[src/rtl/core/ihrl_pkg.sv]
// shared types, character and record codes, status codes and hex decode for the hex loader
package ihrl_pkg;

   // characters of the record text
   localparam logic [7:0] CHAR_NUL   = 8'h00;
   localparam logic [7:0] CHAR_LF    = 8'h0A;
   localparam logic [7:0] CHAR_CR    = 8'h0D;
   localparam logic [7:0] CHAR_COLON = 8'h3A;

   // record types
   localparam logic [7:0] REC_DATA       = 8'h00;
   localparam logic [7:0] REC_EOF        = 8'h01;
   localparam logic [7:0] REC_EXT_LINEAR = 8'h04;
   localparam logic [7:0] REC_START_LIN  = 8'h05;

   // end-of-line status codes
   localparam logic [3:0] ST_DATA       = 4'd0;
   localparam logic [3:0] ST_EOF        = 4'd1;
   localparam logic [3:0] ST_IGNORED    = 4'd2;
   localparam logic [3:0] ST_NO_COLON   = 4'd3;
   localparam logic [3:0] ST_HEADER_HEX = 4'd4;
   localparam logic [3:0] ST_DATA_HEX   = 4'd5;
   localparam logic [3:0] ST_SUM_HEX    = 4'd6;
   localparam logic [3:0] ST_MISMATCH   = 4'd7;
   localparam logic [3:0] ST_OVERFLOW   = 4'd8;
   localparam logic [3:0] ST_TYPE04_LEN = 4'd9;
   localparam logic [3:0] ST_TYPE05_LEN = 4'd10;

   // register index of the capacity register
   localparam logic CSR_IDX_CAPACITY = 1'b0;

   // widths
   localparam int unsigned LEN_W = 17;
   localparam logic [LEN_W-1:0] LEN_MAX = 17'h10000;

   // result beat
   typedef struct packed {
      logic             is_status;
      logic [15:0]      write_offset;
      logic [7:0]       write_byte;
      logic [3:0]       status_code;
      logic [LEN_W-1:0] total_length;
      logic [15:0]      ext_base_high;
      logic [31:0]      start_address;
   } result_type;

   // hex digit decode: bit 4 set when the character is a hex digit
   function automatic logic [4:0] hex_digit(input logic [7:0] c);
      logic [4:0] r;
      r = 5'd0;
      if (c >= 8'h30 && c <= 8'h39) begin
         r = {1'b1, c[3:0]};
      end else if ((c >= 8'h41 && c <= 8'h46) || (c >= 8'h61 && c <= 8'h66)) begin
         r = {1'b1, c[3:0] + 4'd9};
      end
      return r;
   endfunction

endpackage

[src/rtl/core/intel_hex_record_loader_core.sv]
// top level of the hex record loader: beat registers, capacity register and line parser
//
//   channel  | direction | handshake          | payload
//   req      | in        | req_valid/ready    | kind, ch
//   rsp      | out       | rsp_valid/ready    | is_status, write_offset, write_byte,
//            |           |                    | status_code, total_length, ext_base_high,
//            |           |                    | start_address
//   csr      | in        | psel/penable/pready| capacity at byte address 0
//
// one character per cycle; a beat is decoded while it sits in the input register and its
// result is loaded into the output register at the next edge, where it stays until taken.
// reset clears the capacity, the committed length, the stop flag and all line state.
// a stalled response holds the input register; new beats are taken as soon as it moves.
module intel_hex_record_loader_core #(
   parameter int unsigned STORE_BYTES = 65536
) (
   input  logic                       clock,
   input  logic                       reset,
   input  logic                       req_valid,
   output logic                       req_ready,
   input  logic                       req_kind,
   input  logic [7:0]                 req_ch,
   output logic                       rsp_valid,
   input  logic                       rsp_ready,
   output logic                       rsp_is_status,
   output logic [15:0]                rsp_write_offset,
   output logic [7:0]                 rsp_write_byte,
   output logic [3:0]                 rsp_status_code,
   output logic [ihrl_pkg::LEN_W-1:0] rsp_total_length,
   output logic [15:0]                rsp_ext_base_high,
   output logic [31:0]                rsp_start_address,
   input  logic                       csr_psel,
   input  logic                       csr_penable,
   input  logic                       csr_pwrite,
   input  logic [2:0]                 csr_paddr,
   input  logic [31:0]                csr_pwdata,
   output logic [31:0]                csr_prdata,
   output logic                       csr_pready
);
   import ihrl_pkg::*;

   localparam int unsigned LIMIT_TOP = (STORE_BYTES < 65536) ? STORE_BYTES : 65536;
   localparam logic [LEN_W-1:0] LIMIT_MAX = LEN_W'(LIMIT_TOP);

   logic             in_valid_ff;
   logic             kind_ff;
   logic [7:0]       ch_ff;
   logic             out_valid_ff;
   result_type       out_ff;
   logic [LEN_W-1:0] capacity_ff;
   logic [LEN_W-1:0] limit_ff, limit_in;
   logic             out_free;
   logic             advance;
   logic             emit;
   result_type       result;

   // pipeline flow
   assign out_free  = !out_valid_ff || rsp_ready;
   assign advance   = in_valid_ff && out_free;
   assign req_ready = !in_valid_ff || out_free;

   // capacity register
   assign csr_pready = 1'b1;
   assign csr_prdata = (csr_paddr[2] == CSR_IDX_CAPACITY) ?
                       {{(32-LEN_W){1'b0}}, capacity_ff} : 32'd0;
   assign limit_in   = (capacity_ff < LIMIT_MAX) ? capacity_ff : LIMIT_MAX;

   always_ff @(posedge clock) begin
      if (reset) begin
         capacity_ff <= '0;
         limit_ff    <= '0;
      end else begin
         if (csr_psel && csr_penable && csr_pwrite && csr_pready &&
             csr_paddr[2] == CSR_IDX_CAPACITY) begin
            capacity_ff <= csr_pwdata[LEN_W-1:0];
         end
         limit_ff <= limit_in;
      end
   end

   // input beat register
   always_ff @(posedge clock) begin
      if (reset) begin
         in_valid_ff <= 1'b0;
      end else if (req_ready) begin
         in_valid_ff <= req_valid;
      end
   end

   always_ff @(posedge clock) begin
      if (req_valid && req_ready) begin
         kind_ff <= req_kind;
         ch_ff   <= req_ch;
      end
   end

   ihrl_parser u_parser (
      .clock  (clock),
      .reset  (reset),
      .step   (advance),
      .kind   (kind_ff),
      .ch     (ch_ff),
      .limit  (limit_ff),
      .emit   (emit),
      .result (result)
   );

   // output beat register
   always_ff @(posedge clock) begin
      if (reset) begin
         out_valid_ff <= 1'b0;
      end else if (out_free) begin
         out_valid_ff <= advance && emit;
      end
   end

   always_ff @(posedge clock) begin
      if (advance && emit) begin
         out_ff <= result;
      end
   end

   assign rsp_valid         = out_valid_ff;
   assign rsp_is_status     = out_ff.is_status;
   assign rsp_write_offset  = out_ff.write_offset;
   assign rsp_write_byte    = out_ff.write_byte;
   assign rsp_status_code   = out_ff.status_code;
   assign rsp_total_length  = out_ff.total_length;
   assign rsp_ext_base_high = out_ff.ext_base_high;
   assign rsp_start_address = out_ff.start_address;

endmodule

[src/rtl/core/ihrl_parser.sv]
// line parser: record state, per-character decode and result formation
module ihrl_parser (
   input  logic                     clock,
   input  logic                     reset,
   input  logic                     step,
   input  logic                     kind,
   input  logic [7:0]               ch,
   input  logic [ihrl_pkg::LEN_W-1:0] limit,
   output logic                     emit,
   output ihrl_pkg::result_type     result
);
   import ihrl_pkg::*;

   typedef enum logic [2:0] {
      PH_START, PH_HEADER, PH_DATA, PH_SUM, PH_DONE, PH_SKIP, PH_IGNORED
   } phase_type;

   phase_type        phase_ff, phase_in;
   logic             pend_ff, pend_in;
   logic [3:0]       nib_ff, nib_in;
   logic [7:0]       rec_len_ff, rec_len_in;
   logic [7:0]       rec_type_ff, rec_type_in;
   logic [7:0]       sum_ff, sum_in;
   logic [7:0]       count_ff, count_in;
   logic [3:0]       err_ff, err_in;
   logic [31:0]      collect_ff, collect_in;
   logic [LEN_W-1:0] stored_ff, stored_in;
   logic             stopped_ff, stopped_in;
   logic [15:0]      ext_base_ff, ext_base_in;
   logic [31:0]      start_ff, start_in;

   logic             eol;
   logic [4:0]       hex;
   logic [7:0]       byte_val;
   logic [7:0]       count_inc;
   logic [LEN_W:0]   offset;
   logic [LEN_W:0]   commit_sum;
   logic             is_status;
   logic [15:0]      wr_offset;
   logic [3:0]       code;

   assign eol        = (ch == CHAR_CR) || (ch == CHAR_LF);
   assign hex        = hex_digit(ch);
   assign byte_val   = {nib_ff, hex[3:0]};
   assign count_inc  = count_ff + 8'd1;
   assign offset     = {1'b0, stored_ff} + {{(LEN_W-7){1'b0}}, count_ff};
   assign commit_sum = {1'b0, stored_ff} + {{(LEN_W-7){1'b0}}, rec_len_ff};

   // next state and result of one character beat
   always_comb begin
      phase_in    = phase_ff;
      pend_in     = pend_ff;
      nib_in      = nib_ff;
      rec_len_in  = rec_len_ff;
      rec_type_in = rec_type_ff;
      sum_in      = sum_ff;
      count_in    = count_ff;
      err_in      = err_ff;
      collect_in  = collect_ff;
      stored_in   = stored_ff;
      stopped_in  = stopped_ff;
      ext_base_in = ext_base_ff;
      start_in    = start_ff;
      emit        = 1'b0;
      is_status   = 1'b0;
      wr_offset   = 16'd0;
      code        = ST_DATA;
      if (step) begin
         if (kind) begin
            // restart
            phase_in   = PH_START;
            pend_in    = 1'b0;
            nib_in     = 4'd0;
            rec_len_in = 8'd0;
            rec_type_in = 8'd0;
            sum_in     = 8'd0;
            count_in   = 8'd0;
            collect_in = 32'd0;
            err_in     = ST_DATA;
            stored_in  = '0;
            stopped_in = 1'b0;
         end else if (stopped_ff) begin
            // stopped: only report the sticky code at each non-empty line end
            if (!eol) begin
               if (phase_ff == PH_START) begin
                  phase_in = PH_SKIP;
               end
            end else if (phase_ff != PH_START) begin
               phase_in    = PH_START;
               pend_in     = 1'b0;
               nib_in      = 4'd0;
               rec_len_in  = 8'd0;
               rec_type_in = 8'd0;
               sum_in      = 8'd0;
               count_in    = 8'd0;
               collect_in  = 32'd0;
               emit        = 1'b1;
               is_status   = 1'b1;
               code        = err_ff;
            end
         end else if (eol) begin
            // line end: finish the record
            if (phase_ff != PH_START) begin
               unique case (phase_ff)
                  PH_IGNORED: code = ST_IGNORED;
                  PH_HEADER:  code = ST_HEADER_HEX;
                  PH_DATA:    code = ST_DATA_HEX;
                  PH_SUM:     code = ST_SUM_HEX;
                  PH_DONE: begin
                     unique case (rec_type_ff)
                        REC_DATA: begin
                           if (commit_sum > {1'b0, limit}) begin
                              code = ST_OVERFLOW;
                           end else begin
                              code      = ST_DATA;
                              stored_in = commit_sum[LEN_W-1:0];
                           end
                        end
                        REC_EOF: code = ST_EOF;
                        REC_EXT_LINEAR: begin
                           if (rec_len_ff != 8'd2) begin
                              code = ST_TYPE04_LEN;
                           end else begin
                              code        = ST_IGNORED;
                              ext_base_in = collect_ff[15:0];
                           end
                        end
                        REC_START_LIN: begin
                           if (rec_len_ff != 8'd4) begin
                              code = ST_TYPE05_LEN;
                           end else begin
                              code     = ST_IGNORED;
                              start_in = collect_ff;
                           end
                        end
                        default: code = ST_IGNORED;
                     endcase
                  end
                  default: code = err_ff;
               endcase
               phase_in    = PH_START;
               pend_in     = 1'b0;
               nib_in      = 4'd0;
               rec_len_in  = 8'd0;
               rec_type_in = 8'd0;
               sum_in      = 8'd0;
               count_in    = 8'd0;
               collect_in  = 32'd0;
               if (code == ST_EOF || code >= ST_NO_COLON) begin
                  stopped_in = 1'b1;
                  err_in     = code;
               end else begin
                  err_in = ST_DATA;
               end
               emit      = 1'b1;
               is_status = 1'b1;
            end
         end else if (phase_ff == PH_START) begin
            // first character of a line
            if (ch == CHAR_NUL) begin
               phase_in = PH_IGNORED;
            end else if (ch == CHAR_COLON) begin
               phase_in = PH_HEADER;
            end else begin
               err_in   = ST_NO_COLON;
               phase_in = PH_SKIP;
            end
         end else if (phase_ff == PH_HEADER || phase_ff == PH_DATA || phase_ff == PH_SUM) begin
            if (!hex[4]) begin
               // non-hex inside a field
               if (phase_ff == PH_HEADER) begin
                  err_in = ST_HEADER_HEX;
               end else if (phase_ff == PH_DATA) begin
                  err_in = ST_DATA_HEX;
               end else begin
                  err_in = ST_SUM_HEX;
               end
               phase_in = PH_SKIP;
            end else if (!pend_ff) begin
               pend_in = 1'b1;
               nib_in  = hex[3:0];
            end else begin
               // full byte assembled
               pend_in = 1'b0;
               nib_in  = 4'd0;
               sum_in  = sum_ff + byte_val;
               if (phase_ff == PH_HEADER) begin
                  collect_in = {collect_ff[23:0], byte_val};
                  count_in   = count_inc;
                  if (count_inc == 8'd4) begin
                     rec_len_in  = collect_ff[23:16];
                     rec_type_in = byte_val;
                     collect_in  = 32'd0;
                     count_in    = 8'd0;
                     phase_in    = (collect_ff[23:16] != 8'd0) ? PH_DATA : PH_SUM;
                  end
               end else if (phase_ff == PH_DATA) begin
                  collect_in = {collect_ff[23:0], byte_val};
                  if (rec_type_ff == REC_DATA && offset < {1'b0, limit}) begin
                     emit      = 1'b1;
                     wr_offset = offset[15:0];
                  end
                  count_in = count_inc;
                  if (count_inc >= rec_len_ff) begin
                     phase_in = PH_SUM;
                  end
               end else if (sum_in != 8'd0) begin
                  err_in   = ST_MISMATCH;
                  phase_in = PH_SKIP;
               end else begin
                  phase_in = PH_DONE;
               end
            end
         end
      end
   end

   // result fields follow the state after this beat
   always_comb begin
      result.is_status     = is_status;
      result.write_offset  = wr_offset;
      result.write_byte    = is_status ? 8'd0 : byte_val;
      result.status_code   = is_status ? code : ST_DATA;
      result.total_length  = stored_in;
      result.ext_base_high = ext_base_in;
      result.start_address = start_in;
   end

   // parser state
   always_ff @(posedge clock) begin
      if (reset) begin
         phase_ff    <= PH_START;
         pend_ff     <= 1'b0;
         nib_ff      <= 4'd0;
         rec_len_ff  <= 8'd0;
         rec_type_ff <= 8'd0;
         sum_ff      <= 8'd0;
         count_ff    <= 8'd0;
         err_ff      <= ST_DATA;
         collect_ff  <= 32'd0;
         stored_ff   <= '0;
         stopped_ff  <= 1'b0;
         ext_base_ff <= 16'd0;
         start_ff    <= 32'd0;
      end else begin
         phase_ff    <= phase_in;
         pend_ff     <= pend_in;
         nib_ff      <= nib_in;
         rec_len_ff  <= rec_len_in;
         rec_type_ff <= rec_type_in;
         sum_ff      <= sum_in;
         count_ff    <= count_in;
         err_ff      <= err_in;
         collect_ff  <= collect_in;
         stored_ff   <= stored_in;
         stopped_ff  <= stopped_in;
         ext_base_ff <= ext_base_in;
         start_ff    <= start_in;
      end
   end

endmodule

[config.mk]
export PLATFORM = sky130hd
export DESIGN_NAME = intel_hex_record_loader_core
export DESIGN_NICKNAME = d
export VERILOG_FILES = /design/src/rtl/core/ihrl_pkg.sv /design/src/rtl/core/intel_hex_record_loader_core.sv /design/src/rtl/core/ihrl_parser.sv
export SDC_FILE = /design/constraint.sdc
export NUM_CORES = 1
export LEC_CHECK = 0
export ABC_CLOCK_PERIOD_IN_PS = 21400
export BUFFER_PORTS_ARGS = -buffer_cell sky130_fd_sc_hd__buf_2
export CAP_MARGIN = 40
export CORE_MARGIN = 10
export CORE_UTILIZATION = 30
export DETAILED_ROUTE_END_ITERATION = 8
export PLACE_DENSITY_LB_ADDON = 0.25
export SYNTH_ARGS = -nofsm -noshare
export SYNTH_HDL_FRONTEND = slang
export SYNTH_HIERARCHICAL = 1
export SYNTH_SLANG_ARGS = --single-unit
[constraint.sdc]
create_clock -name clock -period 21.4 [get_ports clock]
set_input_delay 2.14 -clock clock [delete_from_list [all_inputs] [get_ports clock]]
set_output_delay 2.14 -clock clock [all_outputs]
set_load 0.05 [all_outputs]
==> results_dict.tcl <==
set metrics [dict create \
    syn_area_per_cell_um2 10.86 \
    post_dp_cell_area_um2 14620 \
    num_rows 77 \
    power_density_nw_per_um2 74.10 \
    ant_nets 0 \
    finalSetupViolCount 0 \
    gp_congestion 0.8151 \
    nets 1491 \
    wl_per_cell_um 17.02 \
    slew_headroom_pct 40.45 \
    fin_crit_sh_pct 28.96 \
    hold_violations 0 \
    synth_cell_types 86 \
    port_buffers 146 \
    die_x_um 231.5 \
    synth-seq-cells 281 \
    syn_inst 1236 \
    multi_input_area_um2 6191 \
    place_hpwl_um 24370 \
    ios 180 \
    grt.overflow.total 0 \
    grtUsageMet2_pct 20.07 \
    clock_latency_ns 0.58 \
    hold_buffers 0 \
    crit_type "register to register" \
    worstMarginPinSlew_ns 0.8879 \
    worstSetupStartpointType "register" \
    ys_warn_count 6 \
    status "complete, no violations" \
    top_usage_layer "met2" \
    cts_buffers 31 \
    ys.flop_type "dfxtp_1" \
    clock_sinks 281 \
    slew_violations 0 \
    fin_crit_ns 6.198 \
    path_max_fanout 58 \
    ys_seq_area_share_pct 49.60 \
    track_usage_pct 12.08 \
    antenna_found_initial 0 \
    grtUsageMet1_pct 15.77 \
    drcViolationCount 0 \
    cts_setup_buffers 0 \
    clkTransAtPathRegs_ns 0.06 \
    dieArea_um2 53590 \
    end_kind "register" \
    finalSetupTns_ns 0 \
    mostFrequentLayoutCells "dfxtp_1, buf_2, edfxtp_1" \
    grt_pass1_vias 9324 \
    grt_pass1_wl_um 52410 \
    clk_path_buf_depth 3 \
    fmax_ghz 0.1613 \
    first_pass_iters 5 \
    hp-class "register to register" \
    synth-async-reset-ratio_pct 0 \
    die_h_um 231.5 \
    slowest_delay_ns 0.85 \
    syn2layout_area_growth_pct 17.11 \
    drive_above_1_share_pct 20.89 \
    critPathArrivalTime_ns 6.40 \
    stdcell_area_um2 15720 \
    htreeDepth 1 \
    tritoncts "built" \
    maxCapViolations 0 \
    vdd_ir_drop_max_mv 0.05969 \
    grt_max_degree 73 \
    p_leak_nw 5.955 \
    cp_common_cell "a21oi_1" \
    antennaDiodeCount 0 \
    skew_ns 0.01864 \
    fillCellCount 4437 \
    start_util_pct 30.35 \
    cts-root-buf "clkbuf_16" \
    coreArea_um2 44220 \
    drt_iter0_drc 539 \
    crit_chain "ha_1 > fa_1 > a21o_1 > a21oi_1 > nor2b_1 > o21a_1 > o41a_1 > nand4_1 > xnor2_1 > ha_1 > nand4_1 > o21ai_0 > a21oi_1 > a21oi_1 > or4_1 > nand2_1 > nand2_1 > nor2b_4 > buf_4 > buf_4" \
    crit_path_top_delay_cell "or4_1" \
    grt_util_met3_pct 2.394 \
    num_vias 9447 \
    final_common_cell "dfxtp_1" \
    rsz0062_at_grt "false" \
    regArea_um2 6656 \
    synth-edff-count 103 \
    drt-total-wl_um 33780 \
    cts.repair.resized 0 \
    synth_area_um2 13420 \
    viasPerCell 4.759 \
    required_ns 21.60 \
]
-- synthesized netlist by cell type, types with 4 or more instances --
| master | n | area, um2 |
|---|---|---|
| buf_4 | 18 | 135.1 |
| inv_1 | 55 | 206.5 |
| a21oi_1 | 43 | 215.2 |
| nor2b_1 | 88 | 550.5 |
| nand3_1 | 22 | 110.1 |
| o31a_1 | 4 | 35.03 |
| buf_2 | 10 | 50.05 |
| nor2_2 | 7 | 43.79 |
| nand3b_1 | 4 | 30.03 |
| mux2_2 | 49 | 551.8 |
| or3_1 | 6 | 37.54 |
| a22o_1 | 61 | 534.3 |
| ha_1 | 69 | 863.3 |
| dfxtp_1 | 178 | 3563 |
| a311oi_1 | 6 | 52.55 |
| edfxtp_1 | 103 | 3093 |
| and2b_2 | 7 | 61.31 |
| o22a_1 | 4 | 35.03 |
| nor3_1 | 17 | 85.08 |
| nor4_1 | 6 | 37.54 |
| and2_1 | 24 | 150.1 |
| and3_1 | 8 | 50.05 |
| nand2_1 | 44 | 165.2 |
| or4_1 | 4 | 30.03 |
| o211ai_1 | 4 | 30.03 |
| a21o_1 | 9 | 67.56 |
| xor2_1 | 23 | 201.4 |
| a22oi_1 | 9 | 67.56 |
| nand4_1 | 10 | 62.56 |
| buf_6 | 9 | 101.4 |
| nand2b_1 | 46 | 287.8 |
| xnor2_1 | 23 | 201.4 |
| nor2_1 | 92 | 345.3 |
| clkbuf_1 | 30 | 112.6 |
| a211oi_1 | 14 | 105.1 |
| o21ai_0 | 39 | 195.2 |
| mux2i_1 | 19 | 190.2 |
-- through the flow --
| step | util [%] | std cells | power, mW | setup WS (ns) | hold slack (ns) |
|---|---|---|---|---|---|
| after global placement | 32.94 | 1923 | 0.6173 | 15.22 | 0.4543 |
| after floorplan | - | 1250 | 0.6082 | 12.93 | 0.4416 |
| after CTS | 35.54 | 1985 | 1.185 | 15.14 | 0.4803 |
| final | 35.54 | 1985 | 1.165 | 15.20 | 0.4772 |
| after global routing | 35.54 | 1985 | 1.210 | 14.76 | 0.4921 |
| after detailed placement | 33.07 | 1927 | 0.6186 | 15.16 | 0.4651 |
-- power breakdown --
| part | switching [mW] | internal, mW | total (mW) |
|---|---|---|---|
| registers | 0.00476 | 0.554 | 0.559 |
| clock network | 0.222 | 0.335 | 0.557 |
| logic | 0.0335 | 0.0152 | 0.0487 |
| total | 0.261 | 0.904 | 1.16 |
-- logic make-up (layout without fill, tap and decap cells) --
group,Yosys count,count (layout),synth area share [%]
xor+xnor,47,47,3.170
flops,281,281,49.60
mux,71,71,5.780
fa+ha+maj,72,72,6.881
buf+inv,125,268,4.718
simple gates,405,405,17.01
compound gates,233,233,12.78
other cells,2,16,0.05596
-- worst paths after layout --
path / slack (ns) / from / cells after the start / end
max: 15.20 / u_parser/count_ff[0] / 20 / rsp_start_address[29]
min: 0.48 / capacity_ff[15] / 1 / limit_ff[15]
max reg2reg: 15.20 / u_parser/count_ff[0] / 20 / rsp_start_address[29]
min reg2reg: 0.48 / capacity_ff[15] / 1 / limit_ff[15]
-- state kept, by name (all words and copies together), names as in the netlist, 3 cells and up --
name                  count
rsp_total_length         17
u_parser/rec_type_ff      8
capacity_ff              17
rsp_write_offset         16
rsp_ext_base_high        16
u_parser/err_ff           4
u_parser/stored_ff       17
u_parser/phase_ff         3
u_parser/sum_ff           8
rsp_start_address        32
u_parser/count_ff         8
u_parser/start_ff        32
u_parser/rec_len_ff       8
limit_ff                 17
rsp_write_byte            8
rsp_status_code           4
ch_ff                     8
u_parser/collect_ff      32
u_parser/ext_base_ff     16
u_parser/nib_ff           4
-- final cells by class --
cell class	count	area share, %
multi-input cells	844	39.39
inverters	55	1.314
clock buffers	46	6.082
flip-flops and latches	281	42.35
well taps	592	4.713
clock inverters	12	0.8678
repair buffers	155	5.278
-- critical path: cells and delay by family, from the launching register on --
| kind | cells | cell delay, ns |
|---|---|---|
| buf+inv | 2 | 1.11 |
| fa+ha+maj | 3 | 0.98 |
| flops | 1 | 0.38 |
| xor+xnor | 1 | 0.17 |
| simple gates | 7 | 1.67 |
| compound gates | 7 | 1.43 |
-- routing by layer --
metal / wire [um] / part of all wire, %
met1: 15510 / 46
met2: 16050 / 48
met3: 1748 / 5.2
met4: 471 / 1.4
met5: 0 / 0
No activity file was read; power rests on OpenSTA's default activity.
